[src/rtl/ncsg_pkg.sv]
// Shared types and constants for the column statistics and GCD block.
`timescale 1ns / 1ps

package ncsg_pkg;

  localparam int unsigned ValueW = 64;
  localparam int unsigned CountW = 32;
  localparam int unsigned WidthW = 7;
  localparam int unsigned SubW   = ValueW + 1;
  localparam int unsigned StepW  = $clog2(ValueW);

  typedef struct packed {
    logic [ValueW-1:0] value;
    logic              last;
  } in_word_t;

  typedef struct packed {
    logic [ValueW-1:0] min_value;
    logic [ValueW-1:0] common_divisor;
    logic [WidthW-1:0] bit_width;
    logic [CountW-1:0] value_count;
  } out_word_t;

  // Operands and result of the shared subtractor.
  typedef struct packed {
    logic [SubW-1:0] a;
    logic [SubW-1:0] b;
  } sub_op_t;

  typedef struct packed {
    logic [SubW-1:0] diff;
    logic            borrow;
  } sub_res_t;

  typedef enum logic [3:0] {
    ST_IDLE,
    ST_MIN,
    ST_MAX,
    ST_DIFF,
    ST_NEG,
    ST_GSETUP,
    ST_GTWO,
    ST_GRED,
    ST_CHK,
    ST_RANGE,
    ST_DIV,
    ST_DONE
  } state_e;

endpackage

[src/rtl/ncsg_sub_unit.sv]
// Shared 65-bit subtractor with borrow, used for compares, distances, GCD and division.
`timescale 1ns / 1ps

module ncsg_sub_unit (
  input  ncsg_pkg::sub_op_t  op_i,
  output ncsg_pkg::sub_res_t res_o
);

  logic [ncsg_pkg::SubW:0] full;

  assign full         = {1'b0, op_i.a} - {1'b0, op_i.b};
  assign res_o.diff   = full[ncsg_pkg::SubW-1:0];
  assign res_o.borrow = full[ncsg_pkg::SubW];

endmodule

[src/rtl/numeric_column_stats_gcd_top.sv]
// Top level: run statistics, binary GCD and packing width, all on one shared subtractor.
// A first word goes straight to the check; a later word passes the min, max and distance
// steps and then the binary GCD.
// A last word adds the range step, plus a restoring division when the run is not constant.
// One word is in work at a time; the result register lets a new word start while it waits.
// Reset is asynchronous and active low; it clears the sequencer, the run flags and the output valid flag.
`timescale 1ns / 1ps

module numeric_column_stats_gcd_top (
  input  logic                 clk_i,
  input  logic                 rst_ni,
  input  logic                 in_valid_i,
  output logic                 in_ready_o,
  input  ncsg_pkg::in_word_t   in_data_i,
  output logic                 out_valid_o,
  input  logic                 out_ready_i,
  output ncsg_pkg::out_word_t  out_data_o
);

  localparam int unsigned VW = ncsg_pkg::ValueW;
  localparam int unsigned CW = ncsg_pkg::CountW;
  localparam int unsigned WW = ncsg_pkg::WidthW;
  localparam int unsigned SW = ncsg_pkg::StepW;

  ncsg_pkg::state_e state_q, state_d;

  logic          first_seen_q, first_seen_d;
  logic          too_large_q, too_large_d;
  logic          last_q, last_d;
  logic [VW-1:0] val_q, val_d;
  logic [VW-1:0] first_q, first_d;
  logic [VW-1:0] min_q, min_d;
  logic [VW-1:0] max_q, max_d;
  logic [VW-1:0] gcd_q, gcd_d;
  logic [CW-1:0] count_q, count_d;
  logic [VW-1:0] ga_q, ga_d;
  logic [VW-1:0] gb_q, gb_d;
  logic [SW-1:0] k_q, k_d;
  logic [VW-1:0] div_q, div_d;
  logic [VW-1:0] rem_q, rem_d;
  logic [VW-1:0] nq_q, nq_d;
  logic [SW-1:0] step_q, step_d;
  logic [WW-1:0] width_q, width_d;

  ncsg_pkg::out_word_t out_q, out_d;
  logic                out_valid_q, out_valid_d;

  ncsg_pkg::sub_op_t  sub_op;
  ncsg_pkg::sub_res_t sub_res;

  logic accept;
  logic out_free;

  ncsg_sub_unit u_sub (
    .op_i  (sub_op),
    .res_o (sub_res)
  );

  assign in_ready_o  = (state_q == ncsg_pkg::ST_IDLE);
  assign accept      = in_valid_i && in_ready_o;
  assign out_free    = !out_valid_q || out_ready_i;
  assign out_valid_o = out_valid_q;
  assign out_data_o  = out_q;

  // Operand selection for the shared subtractor.
  always_comb begin
    sub_op.a = '0;
    sub_op.b = '0;
    unique case (state_q)
      ncsg_pkg::ST_MIN: begin
        sub_op.a = {1'b0, val_q};
        sub_op.b = {1'b0, min_q};
      end
      ncsg_pkg::ST_MAX: begin
        sub_op.a = {1'b0, max_q};
        sub_op.b = {1'b0, val_q};
      end
      ncsg_pkg::ST_DIFF: begin
        sub_op.a = {1'b0, val_q};
        sub_op.b = {1'b0, first_q};
      end
      ncsg_pkg::ST_NEG: begin
        sub_op.a = {1'b0, first_q};
        sub_op.b = {1'b0, val_q};
      end
      ncsg_pkg::ST_GRED: begin
        sub_op.a = {1'b0, gb_q};
        sub_op.b = {1'b0, ga_q};
      end
      ncsg_pkg::ST_RANGE: begin
        sub_op.a = {1'b0, max_q};
        sub_op.b = {1'b0, min_q};
      end
      ncsg_pkg::ST_DIV: begin
        sub_op.a = {rem_q, nq_q[VW-1]};
        sub_op.b = {1'b0, div_q};
      end
      default: begin
        sub_op.a = '0;
        sub_op.b = '0;
      end
    endcase
  end

  // Next state.
  always_comb begin
    state_d = state_q;
    unique case (state_q)
      ncsg_pkg::ST_IDLE: begin
        if (accept) begin
          state_d = first_seen_q ? ncsg_pkg::ST_MIN : ncsg_pkg::ST_CHK;
        end
      end
      ncsg_pkg::ST_MIN:  state_d = ncsg_pkg::ST_MAX;
      ncsg_pkg::ST_MAX:  state_d = ncsg_pkg::ST_DIFF;
      ncsg_pkg::ST_DIFF: begin
        state_d = sub_res.borrow ? ncsg_pkg::ST_NEG : ncsg_pkg::ST_GSETUP;
      end
      ncsg_pkg::ST_NEG:  state_d = ncsg_pkg::ST_GSETUP;
      ncsg_pkg::ST_GSETUP: begin
        if ((ga_q == '0) || (gb_q == '0)) begin
          state_d = ncsg_pkg::ST_CHK;
        end else begin
          state_d = ncsg_pkg::ST_GTWO;
        end
      end
      ncsg_pkg::ST_GTWO: begin
        if (ga_q[0] || gb_q[0]) begin
          state_d = ncsg_pkg::ST_GRED;
        end
      end
      ncsg_pkg::ST_GRED: begin
        if (gb_q == '0) begin
          state_d = ncsg_pkg::ST_CHK;
        end
      end
      ncsg_pkg::ST_CHK: begin
        state_d = last_q ? ncsg_pkg::ST_RANGE : ncsg_pkg::ST_IDLE;
      end
      ncsg_pkg::ST_RANGE: begin
        if (sub_res.diff[VW-1:0] == '0) begin
          state_d = ncsg_pkg::ST_DONE;
        end else begin
          state_d = ncsg_pkg::ST_DIV;
        end
      end
      ncsg_pkg::ST_DIV: begin
        if (step_q == SW'(VW - 1)) begin
          state_d = ncsg_pkg::ST_DONE;
        end
      end
      ncsg_pkg::ST_DONE: begin
        if (out_free) begin
          state_d = ncsg_pkg::ST_IDLE;
        end
      end
      default: state_d = ncsg_pkg::ST_IDLE;
    endcase
  end

  // Datapath updates per state.
  always_comb begin
    first_seen_d = first_seen_q;
    too_large_d  = too_large_q;
    last_d       = last_q;
    val_d        = val_q;
    first_d      = first_q;
    min_d        = min_q;
    max_d        = max_q;
    gcd_d        = gcd_q;
    count_d      = count_q;
    ga_d         = ga_q;
    gb_d         = gb_q;
    k_d          = k_q;
    div_d        = div_q;
    rem_d        = rem_q;
    nq_d         = nq_q;
    step_d       = step_q;
    width_d      = width_q;
    out_d        = out_q;
    out_valid_d  = out_valid_q && !out_ready_i;

    unique case (state_q)
      ncsg_pkg::ST_IDLE: begin
        if (accept) begin
          val_d  = in_data_i.value;
          last_d = in_data_i.last;
          if (!first_seen_q) begin
            first_seen_d = 1'b1;
            first_d      = in_data_i.value;
            min_d        = in_data_i.value;
            max_d        = in_data_i.value;
            gcd_d        = '0;
            count_d      = CW'(1);
            too_large_d  = in_data_i.value[VW-1];
          end else begin
            if (count_q != '1) begin
              count_d = count_q + CW'(1);
            end
            too_large_d = too_large_q || in_data_i.value[VW-1];
          end
        end
      end
      ncsg_pkg::ST_MIN: begin
        if (sub_res.borrow) begin
          min_d = val_q;
        end
      end
      ncsg_pkg::ST_MAX: begin
        if (sub_res.borrow) begin
          max_d = val_q;
        end
      end
      ncsg_pkg::ST_DIFF: begin
        ga_d = gcd_q;
        gb_d = sub_res.diff[VW-1:0];
      end
      ncsg_pkg::ST_NEG: begin
        gb_d = sub_res.diff[VW-1:0];
      end
      ncsg_pkg::ST_GSETUP: begin
        k_d = '0;
        if (ga_q == '0) begin
          gcd_d = gb_q;
        end else if (gb_q == '0) begin
          gcd_d = ga_q;
        end
      end
      ncsg_pkg::ST_GTWO: begin
        // Strip the common power of two, remembered in k.
        if (!ga_q[0] && !gb_q[0]) begin
          ga_d = ga_q >> 1;
          gb_d = gb_q >> 1;
          k_d  = k_q + SW'(1);
        end
      end
      ncsg_pkg::ST_GRED: begin
        // Keep both odd, then subtract the smaller from the larger until one is zero.
        if (gb_q == '0) begin
          gcd_d = ga_q << k_q;
        end else if (!ga_q[0]) begin
          ga_d = ga_q >> 1;
        end else if (!gb_q[0]) begin
          gb_d = gb_q >> 1;
        end else if (sub_res.borrow) begin
          ga_d = gb_q;
          gb_d = ga_q;
        end else begin
          gb_d = sub_res.diff[VW-1:0];
        end
      end
      ncsg_pkg::ST_RANGE: begin
        nq_d    = sub_res.diff[VW-1:0];
        rem_d   = '0;
        step_d  = '0;
        width_d = '0;
        if ((sub_res.diff[VW-1:0] == '0) || too_large_q || (gcd_q == '0)) begin
          div_d = VW'(1);
        end else begin
          div_d = gcd_q;
        end
      end
      ncsg_pkg::ST_DIV: begin
        // Restoring division; the first quotient one sets the width.
        if (!sub_res.borrow) begin
          rem_d = sub_res.diff[VW-1:0];
          if (width_q == '0) begin
            width_d = WW'(VW) - {1'b0, step_q};
          end
        end else begin
          rem_d = sub_op.a[VW-1:0];
        end
        nq_d   = nq_q << 1;
        step_d = step_q + SW'(1);
      end
      ncsg_pkg::ST_DONE: begin
        if (out_free) begin
          out_d.min_value      = min_q;
          out_d.common_divisor = div_q;
          out_d.bit_width      = width_q;
          out_d.value_count    = count_q;
          out_valid_d          = 1'b1;
          first_seen_d         = 1'b0;
        end
      end
      default: begin
        out_valid_d = out_valid_q && !out_ready_i;
      end
    endcase
  end

  always_ff @(posedge clk_i or negedge rst_ni) begin
    if (!rst_ni) begin
      state_q      <= ncsg_pkg::ST_IDLE;
      first_seen_q <= 1'b0;
      too_large_q  <= 1'b0;
      last_q       <= 1'b0;
      out_valid_q  <= 1'b0;
      k_q          <= '0;
      step_q       <= '0;
      width_q      <= '0;
    end else begin
      state_q      <= state_d;
      first_seen_q <= first_seen_d;
      too_large_q  <= too_large_d;
      last_q       <= last_d;
      out_valid_q  <= out_valid_d;
      k_q          <= k_d;
      step_q       <= step_d;
      width_q      <= width_d;
    end
  end

  always_ff @(posedge clk_i) begin
    val_q   <= val_d;
    first_q <= first_d;
    min_q   <= min_d;
    max_q   <= max_d;
    gcd_q   <= gcd_d;
    count_q <= count_d;
    ga_q    <= ga_d;
    gb_q    <= gb_d;
    div_q   <= div_d;
    rem_q   <= rem_d;
    nq_q    <= nq_d;
    out_q   <= out_d;
  end

endmodule

[config.mk]
export PLATFORM = sky130hd
export DESIGN_NAME = numeric_column_stats_gcd_top
export DESIGN_NICKNAME = d
export VERILOG_FILES = /design/src/rtl/ncsg_pkg.sv /design/src/rtl/ncsg_sub_unit.sv /design/src/rtl/numeric_column_stats_gcd_top.sv
export SDC_FILE = /design/constraint.sdc
export NUM_CORES = 2
export LEC_CHECK = 0
export ABC_AREA = 1
export BUFFER_PORTS_ARGS = -buffer_cell sky130_fd_sc_hd__buf_2
export CAP_MARGIN = 15
export CELL_PAD_IN_SITES_DETAIL_PLACEMENT = 1
export CELL_PAD_IN_SITES_GLOBAL_PLACEMENT = 1
export CORE_MARGIN = 2
export CORE_UTILIZATION = 47
export CTS_CLUSTER_SIZE = 25
export DETAILED_ROUTE_END_ITERATION = 6
export PLACE_DENSITY = 0.81
export SLEW_MARGIN = 30
export SYNTH_ARGS = -nofsm -noshare
export SYNTH_HDL_FRONTEND = slang
export SYNTH_HIERARCHICAL = 1
export SYNTH_SLANG_ARGS = --single-unit
[constraint.sdc]
create_clock -name clk_i -period 11.4 [get_ports clk_i]
set_input_delay 2.28 -clock clk_i [delete_from_list [all_inputs] [get_ports clk_i]]
set_output_delay 2.28 -clock clk_i [all_outputs]
set_load 0.005 [all_outputs]
==> flow_results.xml <==
<?xml version="1.0" encoding="UTF-8"?>
<metrics>
  <group name="timing">
    <metric name="final-max-slew-violation-count" unit="">0</metric>
    <metric name="clock_skew" unit="ps">26.8</metric>
    <metric name="timing.fmax" unit="GHz">0.128</metric>
    <metric name="slew_headroom" unit="%">27.2</metric>
    <metric name="unrepaired_setup_endpoints_after_global_routing" unit="">false</metric>
    <metric name="time_the_worst_path_needs_with_i_o_delays_and_setup" unit="ps">7800</metric>
    <metric name="worst_hold_slack" unit="ps">451</metric>
    <metric name="report.final.setup_viol" unit="">0</metric>
    <metric name="timing.final.crit_share" unit="%">68.5</metric>
    <metric name="worst_pin_slew" unit="ps">1090</metric>
    <metric name="hold_violations" unit="">0</metric>
    <metric name="totalNegativeSetupSlack" unit="ps">0</metric>
  </group>
  <group name="global_routing">
    <metric name="largest_net_degree_at_the_start_of_global_routing" unit="">134</metric>
    <metric name="globalRouteMet1Util" unit="%">57.4</metric>
    <metric name="use_met2" unit="%">60.5</metric>
    <metric name="grt.met3_usage" unit="%">13.7</metric>
    <metric name="antenna_violations_before_repair" unit="">14</metric>
    <metric name="grt_pass1_vias" unit="">48195</metric>
    <metric name="grtUsageTotal" unit="%">41.8</metric>
    <metric name="grt-busiest-layer" unit="">met2</metric>
    <metric name="grt-ovfl-total" unit="">0</metric>
    <metric name="grt_first_pass_wirelength" unit="um">335000</metric>
  </group>
  <group name="clock_network">
    <metric name="cts.clk_slew.worst_paths" unit="ps">60</metric>
    <metric name="ctsLongestPathBuffers" unit="">3</metric>
    <metric name="clkLatencyLatePin" unit="ps">720</metric>
    <metric name="total_cts_buffers" unit="">96</metric>
    <metric name="clk_root_buffer_cell" unit="">sky130_fd_sc_hd__clkbuf_16</metric>
    <metric name="cts.sinks" unit="">866</metric>
    <metric name="cts_post_setup_buffers_inserted" unit="">0</metric>
    <metric name="cts_tree" unit="">done</metric>
    <metric name="hold_buffers" unit="">0</metric>
    <metric name="ctsHtreeMaxLevel" unit="">3</metric>
    <metric name="postCtsResizedCells" unit="">0</metric>
  </group>
  <group name="flow_run">
    <metric name="cap_viol_max_count" unit="">0</metric>
  </group>
  <group name="worst_setup_path">
    <metric name="reg2reg_from" unit="">state_q[1]</metric>
    <metric name="worst_path_max_delay_cell" unit="">sky130_fd_sc_hd__buf_4</metric>
    <metric name="critical-path-top-cell-by-count" unit="">sky130_fd_sc_hd__nand2_1</metric>
    <metric name="arrival" unit="ps">8220</metric>
    <metric name="max_stage_delay" unit="ps">790</metric>
    <metric name="setup_crit_end_kind" unit="">register</metric>
    <metric name="cp-start-kind" unit="">register</metric>
    <metric name="timing.setup.critical_path_class" unit="">register to register</metric>
    <metric name="critPathMaxFanout" unit="">63</metric>
    <metric name="cp.required" unit="ps">11820</metric>
    <metric name="startpoint" unit="">state_q[1]</metric>
  </group>
  <group name="synthesis">
    <metric name="synthCells" unit="">6290</metric>
    <metric name="synth.net_count" unit="">6429</metric>
    <metric name="syn_avg_cell_area" unit="um2">8.00</metric>
    <metric name="netlist_area" unit="um2">50300</metric>
    <metric name="synthesis.yosys.warnings" unit="">6</metric>
  </group>
  <group name="place">
    <metric name="place_inst" unit="">7705</metric>
    <metric name="routabilityCongestion" unit="">1.02</metric>
    <metric name="hpwlAfterDp" unit="um">173000</metric>
    <metric name="portBuffers" unit="">237</metric>
    <metric name="placed_cell_area" unit="um2">52800</metric>
  </group>
  <group name="hold_path">
    <metric name="worst_hold_startpoint" unit="">min_q[44]</metric>
    <metric name="hold_class" unit="">register to register</metric>
  </group>
  <group name="finish">
    <metric name="multi_input_area" unit="um2">20200</metric>
    <metric name="proportion_of_layout_cells_with_a_drive_suffix_above_1" unit="%">9.22</metric>
    <metric name="finish.net_count" unit="">6541</metric>
    <metric name="largest_register_ffs" unit="">167</metric>
    <metric name="finalInstanceArea" unit="um2">56200</metric>
    <metric name="final.fill_count" unit="">13002</metric>
    <metric name="finalNonFillerCells" unit="">7881</metric>
    <metric name="ff_latch_area" unit="um2">25900</metric>
    <metric name="area_growth" unit="%">11.6</metric>
  </group>
  <group name="routing">
    <metric name="detail-route-antenna-nets" unit="">0</metric>
    <metric name="route.detailed.wl_per_inst" unit="um">29.8</metric>
    <metric name="first_pass_iters" unit="">6</metric>
    <metric name="drc_errors" unit="">0</metric>
    <metric name="wirelength" unit="um">235000</metric>
    <metric name="dr.first_iter.drc_count" unit="">6976</metric>
    <metric name="post_detailed_route_via_to_cell_ratio" unit="">6.30</metric>
    <metric name="num_vias" unit="">49632</metric>
  </group>
  <group name="die">
    <metric name="initial_core_util" unit="%">47.2</metric>
    <metric name="die_area" unit="um2">110000</metric>
    <metric name="chipWidth" unit="um">331</metric>
    <metric name="fp.coreArea" unit="um2">107000</metric>
    <metric name="std_cell_rows" unit="">120</metric>
    <metric name="io_count" unit="">238</metric>
    <metric name="fp.dieH" unit="um">331</metric>
  </group>
  <group name="run_status">
    <metric name="status" unit="">complete, no violations</metric>
  </group>
</metrics>
-- final timing paths --
check | endpoint | slack, ps | depth (start not counted)
max in group asynchronous | k_q[0] | 9140 | 1
hold reg to reg | out_data_o[147] | 450 | 0
setup reg to reg | div_q[47] | 3600 | 32
hold / removal | out_data_o[147] | 450 | 0
min in group asynchronous | out_valid_o | 1650 | 1
setup / recovery | div_q[47] | 3600 | 32
-- routing by layer --
| metal | share of wire (%) | vias up | routed length (um) |
|---|---|---|---|
| met4 | 4.7 | 6 | 11100 |
| met3 | 14 | 547 | 32500 |
| met2 | 42 | 3325 | 98000 |
| met1 | 40 | 24526 | 93500 |
| met5 | 0.016 | - | 38 |
| li1 | - | 21228 | - |
-- per-stage QoR --
step | setup slack (ps) | util, %
2_1_floorplan | 277 | -
3_3_place_gp | 4200 | 49.5
3_5_place_dp | 4000 | 49.5
4_1_cts | 3820 | 52.7
5_1_grt | 3390 | 52.7
6_report | 3600 | 52.7
-- layout by cell type, fill, tap and decap left out, types with 7 or more instances in the layout --
cell type                   count
sky130_fd_sc_hd__a21oi_1      310
sky130_fd_sc_hd__a221oi_1      36
sky130_fd_sc_hd__buf_2        237
sky130_fd_sc_hd__buf_4         60
sky130_fd_sc_hd__bufinv_16     18
sky130_fd_sc_hd__clkbuf_1       9
sky130_fd_sc_hd__clkbuf_16     97
sky130_fd_sc_hd__clkinv_1      18
sky130_fd_sc_hd__clkinv_2      17
sky130_fd_sc_hd__dfrtp_1       24
sky130_fd_sc_hd__edfxtp_1     839
sky130_fd_sc_hd__ha_1          69
sky130_fd_sc_hd__inv_1        821
sky130_fd_sc_hd__inv_2         18
sky130_fd_sc_hd__nand2_1     2007
sky130_fd_sc_hd__nand2_2       39
sky130_fd_sc_hd__nand3_1      645
sky130_fd_sc_hd__nand3_2        8
sky130_fd_sc_hd__nand4_1       95
sky130_fd_sc_hd__nor2_1       383
sky130_fd_sc_hd__nor2_2        32
sky130_fd_sc_hd__nor2_4        15
sky130_fd_sc_hd__nor3_1        31
sky130_fd_sc_hd__nor4_1        14
sky130_fd_sc_hd__o2111ai_1     65
sky130_fd_sc_hd__o21ai_0      308
sky130_fd_sc_hd__o21ai_1       55
sky130_fd_sc_hd__o21bai_1       7
sky130_fd_sc_hd__o221ai_1      27
sky130_fd_sc_hd__o22ai_1       49
sky130_fd_sc_hd__xor2_1        37
-- area by class of cell --
cell class,instances,share of cell area [%]
inverters,850,5.70
clock buffers,106,4.38
multi-input cells,4284,36.0
repair buffers,304,3.11
flip-flops and latches,866,46.0
well taps,1403,3.12
diodes,2,0.00891
clock inverters,66,1.60
-- worst max-delay path: cells and delay by family (launching register included) --
kind | cells | cell delay [ps]
adders and majority gates | 2 | 670
AOI/OAI and AO/OA | 1 | 440
buffers and inverters | 7 | 2090
and+or+nand+nor | 22 | 3760
DFF | 1 | 450
Power is left out: the tool's default activity adds up to more than one toggle a clock period on the data nets, which glitch-free logic cannot reach.
